[src/rtl/core/ceps_pkg.sv]
`timescale 1ns / 1ps
// ----------------------------------------------------------------------------
// ceps_pkg
// Shared constants, stage types and the month table for the date to epoch
// seconds pipeline.
// ----------------------------------------------------------------------------
package ceps_pkg;

  localparam int YearW   = 14;
  localparam int MonthW  = 4;
  localparam int DayW    = 5;
  localparam int HourW   = 5;
  localparam int MinW    = 6;
  localparam int SecW    = 6;
  localparam int OutW    = 38;

  // day count, kept modulo 2^DaysW; true values fit as two's complement
  localparam int DaysW   = 25;
  localparam int MstartW = 9;
  localparam int TodW    = 17;

  localparam int EpochYear   = 1970;
  localparam int DaysPerYear = 365;
  localparam int SecsPerMin  = 60;
  localparam int MinsPerHour = 60;
  localparam int HoursPerDay = 24;
  localparam int SecsPerHour = SecsPerMin * MinsPerHour;
  localparam int SecsPerDay  = SecsPerHour * HoursPerDay;

  // leap-year counts are taken on year + LeapShift to keep operands positive
  localparam int LeapShift = 399;
  localparam int LeapBase  = (EpochYear + LeapShift) / 4 - (EpochYear + LeapShift) / 100
                             + (EpochYear + LeapShift) / 400;

  // x / 25 as (x * Recip25) >> RecipSh, exact for x below 2^RecipSh / 7
  localparam int RecipSh = 15;
  localparam int Recip25 = (1 << RecipSh) / 25 + 1;

  localparam int NqW = 13;  // (year + 399) >> 2
  localparam int YqW = 12;  // year >> 2
  localparam int PnW = NqW + 11;
  localparam int PyW = YqW + 11;

  typedef struct packed {
    logic s1;
    logic s2;
    logic s3;
    logic s4;
    logic s5;
  } stage_en_t;

  typedef struct packed {
    logic [DayW-1:0]  day;
    logic [HourW-1:0] hour;
    logic [MinW-1:0]  minute;
    logic [SecW-1:0]  second;
  } tod_fields_t;

  // front end result, handed to the day adder
  typedef struct packed {
    logic [DaysW-1:0]   year_days;
    logic [DaysW-1:0]   leaps;
    logic [MstartW-1:0] mstart;
    logic               leap_add;
    tod_fields_t        tf;
  } front_t;

  typedef struct packed {
    logic [DaysW-1:0] days;
    logic [TodW-1:0]  tod;
  } days_t;

  // days before the first of the month in a common year; month zero acts as
  // January and anything past December as December
  function automatic logic [MstartW-1:0] month_start(input logic [MonthW-1:0] m);
    logic [MstartW-1:0] r;
    case (m)
      4'd0, 4'd1: r = 9'd0;
      4'd2:       r = 9'd31;
      4'd3:       r = 9'd59;
      4'd4:       r = 9'd90;
      4'd5:       r = 9'd120;
      4'd6:       r = 9'd151;
      4'd7:       r = 9'd181;
      4'd8:       r = 9'd212;
      4'd9:       r = 9'd243;
      4'd10:      r = 9'd273;
      4'd11:      r = 9'd304;
      default:    r = 9'd334;
    endcase
    return r;
  endfunction

endpackage

[src/rtl/core/ceps_front.sv]
`timescale 1ns / 1ps
// ----------------------------------------------------------------------------
// ceps_front
// Stages 1 and 2: reciprocal divides by 100 and 400, leap-year test,
// year day count and month table lookup.
// ----------------------------------------------------------------------------
module ceps_front (
  input  logic                         clk,
  input  ceps_pkg::stage_en_t          en,
  input  logic [ceps_pkg::YearW-1:0]   year,
  input  logic [ceps_pkg::MonthW-1:0]  month,
  input  ceps_pkg::tod_fields_t        tf,
  output ceps_pkg::front_t             front
);

  // stage 1
  logic [ceps_pkg::YearW-1:0]   yr_r;
  logic [ceps_pkg::NqW-1:0]     nq_r;
  logic [ceps_pkg::PnW-1:0]     pn_r;
  logic [ceps_pkg::PyW-1:0]     py_r;
  logic [ceps_pkg::MstartW-1:0] ms_r;
  logic                         late_r;
  ceps_pkg::tod_fields_t        tf1_r;

  logic [ceps_pkg::YearW:0]     n_full;
  logic [ceps_pkg::NqW-1:0]     nq_nxt;
  logic [ceps_pkg::YqW-1:0]     yq_nxt;

  assign n_full = (ceps_pkg::YearW+1)'(year) + (ceps_pkg::YearW+1)'(ceps_pkg::LeapShift);
  assign nq_nxt = n_full[ceps_pkg::YearW:2];
  assign yq_nxt = year[ceps_pkg::YearW-1:2];

  always_ff @(posedge clk) begin
    if (en.s1) begin
      yr_r   <= year;
      nq_r   <= nq_nxt;
      pn_r   <= ceps_pkg::PnW'(nq_nxt) * ceps_pkg::PnW'(ceps_pkg::Recip25);
      py_r   <= ceps_pkg::PyW'(yq_nxt) * ceps_pkg::PyW'(ceps_pkg::Recip25);
      ms_r   <= ceps_pkg::month_start(month);
      late_r <= (month > 4'd2);
      tf1_r  <= tf;
    end
  end

  // stage 2
  logic [8:0]                   qn;      // (year + 399) / 100
  logic [7:0]                   qy;      // year / 100
  logic [ceps_pkg::YqW-1:0]     rem25;
  logic                         leap;
  logic [ceps_pkg::DaysW-1:0]   yoff;
  logic [ceps_pkg::DaysW-1:0]   leaps_nxt;

  assign qn    = pn_r[ceps_pkg::PnW-1:ceps_pkg::RecipSh];
  assign qy    = py_r[ceps_pkg::PyW-1:ceps_pkg::RecipSh];
  assign rem25 = yr_r[ceps_pkg::YearW-1:2] - ceps_pkg::YqW'(qy) * ceps_pkg::YqW'(25);
  assign leap  = (yr_r[1:0] == 2'b00) && ((rem25 != '0) || (qy[1:0] == 2'b00));
  assign yoff  = ceps_pkg::DaysW'(yr_r) - ceps_pkg::DaysW'(ceps_pkg::EpochYear);
  assign leaps_nxt = ceps_pkg::DaysW'(nq_r) - ceps_pkg::DaysW'(qn)
                   + ceps_pkg::DaysW'(qn[8:2]) - ceps_pkg::DaysW'(ceps_pkg::LeapBase);

  always_ff @(posedge clk) begin
    if (en.s2) begin
      front.year_days <= ceps_pkg::DaysW'(yoff * ceps_pkg::DaysW'(ceps_pkg::DaysPerYear));
      front.leaps     <= leaps_nxt;
      front.mstart    <= ms_r;
      front.leap_add  <= leap & late_r;
      front.tf        <= tf1_r;
    end
  end

endmodule

[src/rtl/core/ceps_day_sum.sv]
`timescale 1ns / 1ps
// ----------------------------------------------------------------------------
// ceps_day_sum
// Stage 3: total day count and seconds within the day.
// ----------------------------------------------------------------------------
module ceps_day_sum (
  input  logic              clk,
  input  logic              en,
  input  ceps_pkg::front_t  front,
  output ceps_pkg::days_t   dsum
);

  logic [ceps_pkg::DaysW-1:0] days_nxt;
  logic [ceps_pkg::TodW-1:0]  tod_nxt;

  // day zero lands on the last day of the month before
  assign days_nxt = front.year_days + front.leaps
                  + ceps_pkg::DaysW'(front.mstart)
                  + ceps_pkg::DaysW'(front.leap_add)
                  + ceps_pkg::DaysW'(front.tf.day) - ceps_pkg::DaysW'(1);

  assign tod_nxt = ceps_pkg::TodW'(front.tf.hour) * ceps_pkg::TodW'(ceps_pkg::SecsPerHour)
                 + ceps_pkg::TodW'(front.tf.minute) * ceps_pkg::TodW'(ceps_pkg::SecsPerMin)
                 + ceps_pkg::TodW'(front.tf.second);

  always_ff @(posedge clk) begin
    if (en) begin
      dsum.days <= days_nxt;
      dsum.tod  <= tod_nxt;
    end
  end

endmodule

[src/rtl/core/ceps_sec_sum.sv]
`timescale 1ns / 1ps
// ----------------------------------------------------------------------------
// ceps_sec_sum
// Stages 4 and 5: days to seconds, then add the time of day.
// ----------------------------------------------------------------------------
module ceps_sec_sum (
  input  logic                       clk,
  input  logic                       en4,
  input  logic                       en5,
  input  ceps_pkg::days_t            dsum,
  output logic [ceps_pkg::OutW-1:0]  secs
);

  logic [ceps_pkg::OutW-1:0] dsec_r;
  logic [ceps_pkg::TodW-1:0] tod_r;
  logic [ceps_pkg::OutW-1:0] days_ext;

  // days may be negative before 1970; sign-extend, then wrap modulo 2^OutW
  assign days_ext = {{(ceps_pkg::OutW-ceps_pkg::DaysW){dsum.days[ceps_pkg::DaysW-1]}},
                     dsum.days};

  always_ff @(posedge clk) begin
    if (en4) begin
      dsec_r <= ceps_pkg::OutW'(days_ext * ceps_pkg::OutW'(ceps_pkg::SecsPerDay));
      tod_r  <= dsum.tod;
    end
    if (en5) begin
      secs <= dsec_r + ceps_pkg::OutW'(tod_r);
    end
  end

endmodule

[src/rtl/core/calendar_date_to_epoch_seconds.sv]
`timescale 1ns / 1ps
// Throughput: one word per cycle while the output is not stalled; five
// register stages, each with its own valid bit, so bubbles close up while
// the output is stalled.
// Reset: rst_n (synchronous, active low) clears all stage valid bits; the
// datapath registers are not reset.
// ----------------------------------------------------------------------------
// calendar_date_to_epoch_seconds
// Gregorian UTC date and time to seconds since 1970-01-01 00:00:00.
// ----------------------------------------------------------------------------
module calendar_date_to_epoch_seconds (
  input  logic                          clk,
  input  logic                          rst_n,
  input  logic                          in_valid,
  output logic                          in_stall,
  input  logic [ceps_pkg::YearW-1:0]    in_year,
  input  logic [ceps_pkg::MonthW-1:0]   in_month,
  input  logic [ceps_pkg::DayW-1:0]     in_day,
  input  logic [ceps_pkg::HourW-1:0]    in_hour,
  input  logic [ceps_pkg::MinW-1:0]     in_minute,
  input  logic [ceps_pkg::SecW-1:0]     in_second,
  output logic                          out_valid,
  input  logic                          out_stall,
  output logic [ceps_pkg::OutW-1:0]     out_epoch_seconds
);

  // Stage map:
  //   1  (year+399)/4 and year/4 times the 1/25 reciprocal, month table
  //   2  divide results, leap test, (year-1970)*365, leap-year count
  //   3  day total, seconds within the day
  //   4  days * 86400
  //   5  final add into the output register

  logic [4:0]          v_r;
  logic [4:0]          v_nxt;
  logic [4:0]          hold;
  ceps_pkg::stage_en_t en;
  ceps_pkg::tod_fields_t tf_in;
  ceps_pkg::front_t    front;
  ceps_pkg::days_t     dsum;

  // A stage holds when it has a word and the stage after it holds; the last
  // stage holds when the output word is stalled.
  assign hold[4] = v_r[4] & out_stall;
  assign hold[3] = v_r[3] & hold[4];
  assign hold[2] = v_r[2] & hold[3];
  assign hold[1] = v_r[1] & hold[2];
  assign hold[0] = v_r[0] & hold[1];

  assign en.s1 = ~hold[0];
  assign en.s2 = ~hold[1];
  assign en.s3 = ~hold[2];
  assign en.s4 = ~hold[3];
  assign en.s5 = ~hold[4];

  always_comb begin
    v_nxt = v_r;
    if (en.s1) v_nxt[0] = in_valid;
    if (en.s2) v_nxt[1] = v_r[0];
    if (en.s3) v_nxt[2] = v_r[1];
    if (en.s4) v_nxt[3] = v_r[2];
    if (en.s5) v_nxt[4] = v_r[3];
  end

  always_ff @(posedge clk) begin
    if (!rst_n) begin
      v_r <= '0;
    end else begin
      v_r <= v_nxt;
    end
  end

  assign in_stall  = hold[0];
  assign out_valid = v_r[4];

  assign tf_in.day    = in_day;
  assign tf_in.hour   = in_hour;
  assign tf_in.minute = in_minute;
  assign tf_in.second = in_second;

  ceps_front u_front (
    .clk   (clk),
    .en    (en),
    .year  (in_year),
    .month (in_month),
    .tf    (tf_in),
    .front (front)
  );

  ceps_day_sum u_day_sum (
    .clk   (clk),
    .en    (en.s3),
    .front (front),
    .dsum  (dsum)
  );

  ceps_sec_sum u_sec_sum (
    .clk   (clk),
    .en4   (en.s4),
    .en5   (en.s5),
    .dsum  (dsum),
    .secs  (out_epoch_seconds)
  );

endmodule

[config.mk]
export PLATFORM = sky130hd
export DESIGN_NAME = calendar_date_to_epoch_seconds
export DESIGN_NICKNAME = d
export VERILOG_FILES = /design/src/rtl/core/ceps_pkg.sv /design/src/rtl/core/ceps_front.sv /design/src/rtl/core/ceps_day_sum.sv /design/src/rtl/core/ceps_sec_sum.sv /design/src/rtl/core/calendar_date_to_epoch_seconds.sv
export SDC_FILE = /design/constraint.sdc
export NUM_CORES = 1
export LEC_CHECK = 0
export ABC_AREA = 1
export BUFFER_PORTS_ARGS = -buffer_cell sky130_fd_sc_hd__buf_2
export CORE_ASPECT_RATIO = 2
export CORE_UTILIZATION = 45
export CTS_BUF_LIST = sky130_fd_sc_hd__clkbuf_16
export DETAILED_ROUTE_END_ITERATION = 8
export PLACE_DENSITY = 0.66
export SYNTH_ARGS = -nofsm -noshare
export SYNTH_HDL_FRONTEND = slang
export SYNTH_SLANG_ARGS = --single-unit
export TNS_END_PERCENT = 50
[constraint.sdc]
create_clock -name clk -period 8.6 [get_ports clk]
set_input_delay 0.43 -clock clk [delete_from_list [all_inputs] [get_ports clk]]
set_output_delay 0.43 -clock clk [all_outputs]
set_load 0.01 [all_outputs]
; ---- After elaboration in Yosys (flattened, before gate mapping)
; Memories as Yosys holds them, arrays and structs flattened. A register that Yosys moved wholly into a read port is not among the register bits.
; Cells that the tools add are included.
[word_totals]
regBits = 312
n_memories = 1
input_bits = 44
output_inout_bits = 40
mem_bits_ro = 144
[mem_list]
columns = memory, words, width, read_ports, rd_clocked_by_memory_dff, wr, line
row1 = (name not given), 16, 9, 1, 1, 0, ceps_pkg.sv:77  ; case (m)
[op_classes]
bitwise_logic = 6
n_reduce_logical = 6
add_sub_neg = 14
magnitude_cmp = 1
n_mul = 7
[op_table]
columns = cell, n
row1 = $add 38x17->38, 1
row2 = $mul 38x10->31 const B, 1
row3 = $add 25x1->25, 1
row4 = $add 25x25->25, 1
row5 = $add 25x5->25, 1
row6 = $add 25x7->25, 1
row7 = $add 25x9->25, 1
row8 = $mul 25x9->25 const B, 1
row9 = $sub 25x1->25 const B, 1
row10 = $sub 25x10->25 const B, 1
row11 = $mul 13x11->24 const B, 1
row12 = $mul 12x11->23 const B, 1
row13 = $add 17x12->17, 1
row14 = $add 17x6->17, 1
row15 = $add 14x9->15 const B, 1
row16 = $sub 14x11->15 const B, 1
row17 = $sub 13x9->14, 1
row18 = $mul 5x8->13 const B, 1
row19 = $mul 8x5->12 const B, 1
row20 = $reduce_bool 12->1, 1
row21 = $sub 12x12->12, 1
row22 = $mul 6x4->10 const B, 1
row23 = $and 1x1->1, 6
row24 = $gt 4x2->1 const B, 1
row25 = 4 further kinds, 5

; ---- Depth between registers and ports, before layout
; Gate-level depths: netlist of run 1.
[depth]
word_depth = 6
mapped_depth = 32

; ---- Cells and area by module
; A second synthesis of run 1 with hierarchy kept.
[hier_totals]
hier_cells = 3661
hier_area_um2 = 31978.2
[by_module_without_submodules]
columns = mod, instances, area_each_um2, cells_per_inst, seq_area_each_um2
row1 = ceps_front, 1, 16907.5, 1771, 4474.3
row2 = ceps_sec_sum, 1, 8685.8, 1043, 2582.5
row3 = ceps_day_sum, 1, 6163.4, 825, 1261.2
row4 = calendar_date_to_epoch_seconds, 1, 221.5, 22, 100.1

; ---- Worst setup path after synthesis of run 1
; OpenSTA, ideal clock, no wires.
[synth_path]
path_kind = input to register
start = in out_stall
end = reg u_front.late_r (enable)
path_buffers = 0
arrival_ps = 6995
setup_slack_ps = 1175
required_ps = 8170
stages = 9
path_cell_list = nand2_1 > nor2_1 > inv_1 > nor2_1 > inv_1 > nor2_1 > inv_1 > nor2_1 > inv_1
[synth_via]
elab_chain_len = 5
[synth_rtl]
columns = item, line
row1 = "start, declared", calendar_date_to_epoch_seconds.sv:23  ; input logic out_stall,
row2 = $and 1x1->1, calendar_date_to_epoch_seconds.sv:44  ; assign hold[4] = v_r[4] & out_stall;
row3 = $and 1x1->1, calendar_date_to_epoch_seconds.sv:45  ; assign hold[3] = v_r[3] & hold[4];
row4 = $and 1x1->1, calendar_date_to_epoch_seconds.sv:46  ; assign hold[2] = v_r[2] & hold[3];
row5 = $and 1x1->1, calendar_date_to_epoch_seconds.sv:47  ; assign hold[1] = v_r[1] & hold[2];
row6 = $and 1x1->1, calendar_date_to_epoch_seconds.sv:48  ; assign hold[0] = v_r[0] & hold[1];
row7 = named net in_stall, calendar_date_to_epoch_seconds.sv:15  ; output logic in_stall,
row8 = "end signal, assigned", ceps_front.sv:40  ; late_r <= (month > 4'd2);
row9 = "end, declared", ceps_front.sv:22  ; logic late_r;
; The timed path passes the listed nets, and every way through them passes these cells.
; A chain may end at the register's enable or synchronous reset.

; ---- Final worst setup path of run 1
[layout_path]
start = in in_year[0] (netlist name)
end = reg u_front.pn_r[18] (netlist name), data pin
[layout_via]
elab_chain_len = 2
[layout_rtl]
columns = item, line
row1 = "start, declared", calendar_date_to_epoch_seconds.sv:16  ; input logic [ceps_pkg::YearW-1:0] in_year,
row2 = $add 14x9->15, ceps_front.sv:29  ; assign n_full = (ceps_pkg::YearW+1)'(year) + (ceps_pkg::YearW+1)'(ceps_pkg::LeapShift);
row3 = $mul 13x11->24, ceps_front.sv:37  ; pn_r <= ceps_pkg::PnW'(nq_nxt) * ceps_pkg::PnW'(ceps_pkg::Recip25);
row4 = "end signal, assigned", ceps_front.sv:37
row5 = "end, declared", ceps_front.sv:19  ; logic [ceps_pkg::PnW-1:0] pn_r;
; No other way between the ends.

==> results of run 1 <==
-- cells in the mapped netlist (3+ instances only) --
| master | instances | area share (%) |
|---|---|---|
| a41oi_1 | 4 | 0.11 |
| o21ai_1 | 16 | 0.26 |
| edfxtp_1 | 283 | 28 |
| nor4_1 | 10 | 0.20 |
| a31oi_1 | 14 | 0.29 |
| a21oi_2 | 3 | 0.086 |
| a221oi_1 | 4 | 0.11 |
| nor2_1 | 154 | 1.9 |
| nand2_2 | 8 | 0.16 |
| xor2_1 | 133 | 3.8 |
| dfxtp_1 | 5 | 0.33 |
| and2_1 | 4 | 0.082 |
| nor2_2 | 4 | 0.082 |
| nor3_1 | 30 | 0.49 |
| o211ai_1 | 4 | 0.098 |
| inv_1 | 838 | 10 |
| a21oi_1 | 163 | 2.7 |
| nor2_4 | 4 | 0.15 |
| o21ai_2 | 7 | 0.20 |
| fa_1 | 249 | 16 |
| nand2_4 | 5 | 0.18 |
| nand4_1 | 37 | 0.76 |
| a21o_1 | 20 | 0.49 |
| o21ai_0 | 72 | 1.2 |
| ha_1 | 535 | 22 |
| o31ai_1 | 6 | 0.15 |
| nand3_1 | 109 | 1.8 |
| o21a_1 | 9 | 0.22 |
| xnor2_1 | 52 | 1.5 |
| clkbuf_1 | 3 | 0.037 |
| inv_2 | 8 | 0.098 |
| a21boi_0 | 4 | 0.098 |
| o21bai_1 | 20 | 0.49 |
| nand2_1 | 403 | 5.0 |
-- sequential cells by signal, indices dropped and copies added (netlist names) --
name	flops
u_front.tf1_r	22
u_front.front	79
u_front.late_r	1
u_front.py_r	9
v_r	5
u_front.nq_r	12
u_front.yr_r	13
u_sec_sum.tod_r	17
u_front.pn_r	10
u_sec_sum.secs	38
u_day_sum.dsum	42
u_front.ms_r	9
u_sec_sum.dsec_r	31
-- cell families (layout without fill, tap and decap cells) --
kind of cell,after synthesis,count (layout),share of synthesized area (%)
AO/OA/AOI/OAI,352,352,6.67
XOR/XNOR,187,187,5.41
adder cells (fa/ha/maj),784,784,38.2
buffers and inverters,849,1014,10.4
flip-flops,288,288,28.1
other,1,1,0.0123
AND/OR/NAND/NOR,779,779,11.1
-- final cells by class --
class / count / area, sq um
Clock inverter: 25 / 210
Tap cell: 884 / 1110
Inverter: 846 / 3180
Fill cell: 6230 / 33600
Clock buffer: 31 / 776
Multi-Input combinational cell: 2103 / 18800
Timing Repair Buffer: 112 / 693
Sequential cell: 288 / 8600
-- layer usage --
layer  vias to the layer above  GRT usage, %  wire length, um  share of wire, %
li1                      10700             -                -                 -
met1                     10300          15.6            20200                29
met2                       361          45.4            42000                61
met3                       220          1.53             1250               1.8
met4                         0          15.6             5700               8.2
met5                         -             0                0                 0
-- how the worst max path moves through the flow --
| stage | to | depth (start not counted) | slack, ns |
|---|---|---|---|
| 3_3_place_gp | u_front.pn_r[19] | 23 | 2.35 |
| 5_1_grt | u_front.pn_r[18] | 30 | 2.22 |
| 6_report | u_front.pn_r[18] | 30 | 2.60 |
| 2_1_floorplan | u_front.late_r | 9 | 1.18 |
| 3_5_place_dp | u_front.pn_r[18] | 29 | 2.26 |
| 4_1_cts | u_front.pn_r[18] | 30 | 2.64 |
-- per-stage QoR --
stage          worst slack [ns]  instance area, sq um  util [%]  instances
2_1_floorplan              1.18                 30500         -       3240
4_1_cts                    2.64                 33300      49.8       4289
3_5_place_dp               2.26                 32100      48.0       4209
3_3_place_gp               2.35                 32100      48.0       4209
5_1_grt                    2.22                 33300      49.8       4289
6_report                   2.60                 33300      49.8       4289
-- layout by cell type (no fill, tap or decap), types with 20 or more instances in the layout --
cell	count
buf_2	83
nor2_1	154
ha_1	535
nand3_1	109
nor3_1	30
a21o_1	20
nand2_1	402
o21ai_0	72
nand4_1	37
fa_1	249
o21bai_1	20
xor2_1	133
clkbuf_16	31
inv_1	841
edfxtp_1	283
a21oi_1	163
xnor2_1	52
dlygate4sd3_1	24
-- critical path: cells and delay by family --
family / cells / cell delay [ns]
AOI/OAI and AO/OA: 3 / 0.63
xor gates and xnor gates: 2 / 0.75
adders and majority gates: 6 / 2.64
buffers and inverters: 7 / 0.93
and+or+nand+nor: 12 / 0.95
-- repair_timing --
item                       CTS  global route
setup endpoints to repair    0             0
hold endpoints to repair    24             0
hold buffers                24             0
==> results.toml, run 1 <==
[worst_setup_path]
cp_slowest_cell = "xor2_1"
crit_top_cell = "nand2_1"
crit_type = "primary input to register"
r2r_start = "u_front.yr_r[1]"
cp-start-kind = "primary input"
r2r_setup_slack_ns = 2.73
crit_path_end_kind = "register"
required_ns = 8.94
r2r-end = "u_front.front[79]"
setup.worst_path.start = "in_year[0]"
slowest_delay_ns = 0.61
arrival_ns = 6.34
reg2regPathDepth = 23
crit_fanout = 6

[synthesis]
ys_seq_area_share_pct = 28.1
synth_edf_count = 283
yosys_warnings = 0
async_flop_share_pct = 0
synth_nets = 4068
synth_top_flop_cell = "edfxtp_1"
syn_area_sq_um = 30500
avgSynthCellArea_sq_um = 9.43
yosysUniqueCellTypes = 50
syn_inst = 3240
ys_ff_latch = 288

[clock_tree]
cts_buffer_depth = 3
worstSkewPairLatency_ns = 0.60
numCtsBuffers = 30
h-tree-depth = 1
clk_pin_slew_worst_paths_ns = 0.07
clock-sinks = 288
cts_resized = 0
cts_tree = "built"
root_buffer = "clkbuf_16"
postCtsSetupRepairBufs = 0

[drt]
first_iter_violations = 691
num_vias = 21600
firstDrtPassIters = 4
avgRoutedWirePerCell_um = 16.1
avgViaCountPerCell = 5.03
wirelength_mm = 69.1
ant_nets = 0
drc_errors = 0

[floorplan]
start_util_pct = 45.7
die-area_sq_um = 69000
ios = 84
rows = 134
chipHeight_um = 370
core_sq_um = 66900
fp.dieW_um = 186

[sta]
worst_pin_slew_ns = 1.09
fin_skew_ns = 0.0185
drv_slew = 0
post-route-period-util_pct = 69.8
rsz0062_at_grt = "false"
hold_ws_ns = 0.0482
finalHoldViolations = 0
slew_headroom_pct = 26.9
fin_tns_setup_ns = 0
setup_viol = 0
period_minus_slack_ns = 6.00
fmax_mhz = 167

[worst_hold_path]
min_to = "v_r[0]"
hold_class = "primary input to register"
holdPathStages = 2
holdCritStartpoint = "in_valid"

[cells_and_area]
nets = 4209
area_growth_pct = 9.10
drive_above_1_share_pct = 5.55
insertedDiodeCount = 0

[placed_design]
dpl.hpwl_mm = 59.6
gp_congestion = 0.956
io_buffers = 83

[status]
status = "completed"

[run]
maxCapViolCount = 0

[global_route]
grt_pass1_wl_mm = 110
grt_pass1_vias = 23200
grt_overflow = 0
antenna_found_initial = 0
grt_start_max_net_pins = 58
grt_usage_pct = 20.9
Power of run 1 is left out: the tool's default activity adds up to more than one toggle a clock period on the data nets, which glitch-free logic cannot reach.
==> run 2, diff against run 1 <==
==> constraint.sdc (replaced) <==
create_clock -name clk -period 5.8 [get_ports clk]
set_input_delay 0.29 -clock clk [delete_from_list [all_inputs] [get_ports clk]]
set_output_delay 0.29 -clock clk [all_outputs]
set_load 0.01 [all_outputs]
==> run 2 against run 1 <==
Effect of this change:
- die area unchanged
- highest routed layer unchanged
- critical path depth decreased by 3
- global-route usage decreased by 0.11 points
==> results.toml, run 2 (synthesized netlist as in run 1, its figures left out) <==
[cells_and_area]
fillers = 6203
nets = 4240
final_util_pct = 50.3
largest_reg_flops = 79
drive_above_1_share_pct = 6.67
fin_cells = 4319
final_common_cell = "inv_1"
regMostFlops = "u_front.front"
top_regs = "u_front.front (79), u_day_sum.dsum (42), u_sec_sum.secs (38)"
area_growth_pct = 10.2
insertedDiodeCount = 0
layout_common_cells = "839 x inv_1, 535 x ha_1, 402 x nand2_1, 283 x edfxtp_1, 249 x fa_1"

[clock_tree]
cts_tree = "built"
cts_buffer_depth = 3
root_buffer = "clkbuf_16"
clk_pin_slew_worst_paths_ns = 0.08
numCtsBuffers = 30
worstSkewPairLatency_ns = 0.61
clock-sinks = 288
h-tree-depth = 1

[global_route]
grt_usage_pct = 20.8
grt_pass1_wl_mm = 110
grt_busiest_layer = "met2"
use_met2_pct = 45.9
grt_start_max_net_pins = 77
grt_use_met1_pct = 16.0
grt_pass1_vias = 23100
use_met3_pct = 1.43
antenna_found_initial = 0
grt_overflow = 0

[floorplan]
fp.dieW_um = 186
core_sq_um = 66900
ios = 84
start_util_pct = 45.7
die-area_sq_um = 69000
rows = 134
chipHeight_um = 370

[sta]
period_minus_slack_ns = 5.47
finalHoldViolations = 0
setup_viol = 0
fin_tns_setup_ns = 0
slew_headroom_pct = 34.4
fmax_mhz = 183
layout_setup_ws_ns = 0.334
fin_skew_ns = 0.0155
drv_slew = 0
rsz0062_at_grt = "true"
worst_pin_slew_ns = 0.984
post-route-period-util_pct = 94.2

[worst_setup_path]
crit_fanout = 5
setup.worst_path.start = "in_year[0]"
cp-start-kind = "primary input"
reg2regPathDepth = 24
arrival_ns = 5.83
required_ns = 6.17
r2r_setup_slack_ns = 0.40
r2r-end = "u_front.front[77]"
crit_type = "primary input to register"
r2r_start = "u_front.py_r[0]"
crit_path_end = "u_front.pn_r[21]"
crit_path_end_kind = "register"

[drt]
ant_nets = 0
first_iter_violations = 677
drc_errors = 0
wirelength_mm = 68.6
avgRoutedWirePerCell_um = 15.9
firstDrtPassIters = 5
avgViaCountPerCell = 5.00
num_vias = 21600

[placed_design]
dp_cells = 4237
dpl.hpwl_mm = 59.3
io_buffers = 83
gp_congestion = 0.959
pre_cts_slack_ns = 0.0899

[worst_hold_path]
hold_class = "primary input to register"

[status]
status = "completed"

[run]
maxCapViolCount = 0
## run 2: critical path, cell delays in order
cell	delay [ns]
dlygate4sd3_1	0.52
buf_2	0.12
nor2_2	0.05
nand2_1	0.12
nand2_1	0.07
nand2_1	0.14
nand2_2	0.09
inv_2	0.05
nand2_1	0.04
nand2_1	0.08
inv_2	0.05
nor2_1	0.17
nand2_1	0.13
xor2_2	0.18
buf_4	0.18
fa_1	0.48
ha_1	0.32
fa_1	0.47
fa_1	0.53
fa_1	0.51
ha_1	0.35
a21oi_1	0.18
o21ai_0	0.16
a221oi_1	0.36
nand3_1	0.11
nand2_1	0.08
nand2_1	0.04
## run 2: layout make-up
| class | instances | area [sq um] | area share (%) |
|---|---|---|---|
| clock buffers | 31 | 776 | 2.31 |
| clock inverters | 24 | 183 | 0.543 |
| inverters | 846 | 3190 | 9.48 |
| multi-input cells | 2103 | 18900 | 56.0 |
| flip-flops and latches | 288 | 8600 | 25.6 |
| well taps | 884 | 1110 | 3.29 |
| repair buffers | 143 | 946 | 2.81 |
## run 2: worst min path at each step
stage / startpoint / to / slack (ns) / cells past startpoint
floorplan: in_year[2] / u_front.py_r[0] / 0.39 / 0
global placement: u_front.tf1_r[21] / u_front.front[21] / 0.40 / 0
detailed placement: u_front.tf1_r[16] / u_front.front[16] / 0.40 / 0
CTS: in_year[5] / u_front.yr_r[5] / 0.006 / 1
global route: in_year[5] / u_front.yr_r[5] / 0.04 / 1
finish: in_year[5] / u_front.yr_r[5] / 0.04 / 1
## run 2: routing by layer
layer / part of all wire, % / wire [um] / vias to the layer above
met5: 0 / 0 / -
met4: 7.0 / 4790 / 0
met3: 1.9 / 1280 / 208
met2: 62 / 42300 / 367
met1: 30 / 20200 / 10300
li1: - / - / 10700
## run 2: per-stage QoR
stage | hold WS [ns] | cell area [sq um]
after floorplan | 0.389 | 30600
after global placement | 0.403 | 32400
after detailed placement | 0.405 | 32400
after CTS | 0.00647 | 33600
after global routing | 0.0430 | 33600
final | 0.0430 | 33600
## run 2: what timing repair did
| action | in CTS | in global routing |
|---|---|---|
| hold buffers | 27 | 0 |
| endpoints found under the setup margin | 0 | 7 |
| endpoints found under the hold margin | 29 | 0 |
| setup buffers | 0 | 0 |
| gates resized for setup | 0 | 9 |
Power of run 2 is left out for the same reason.
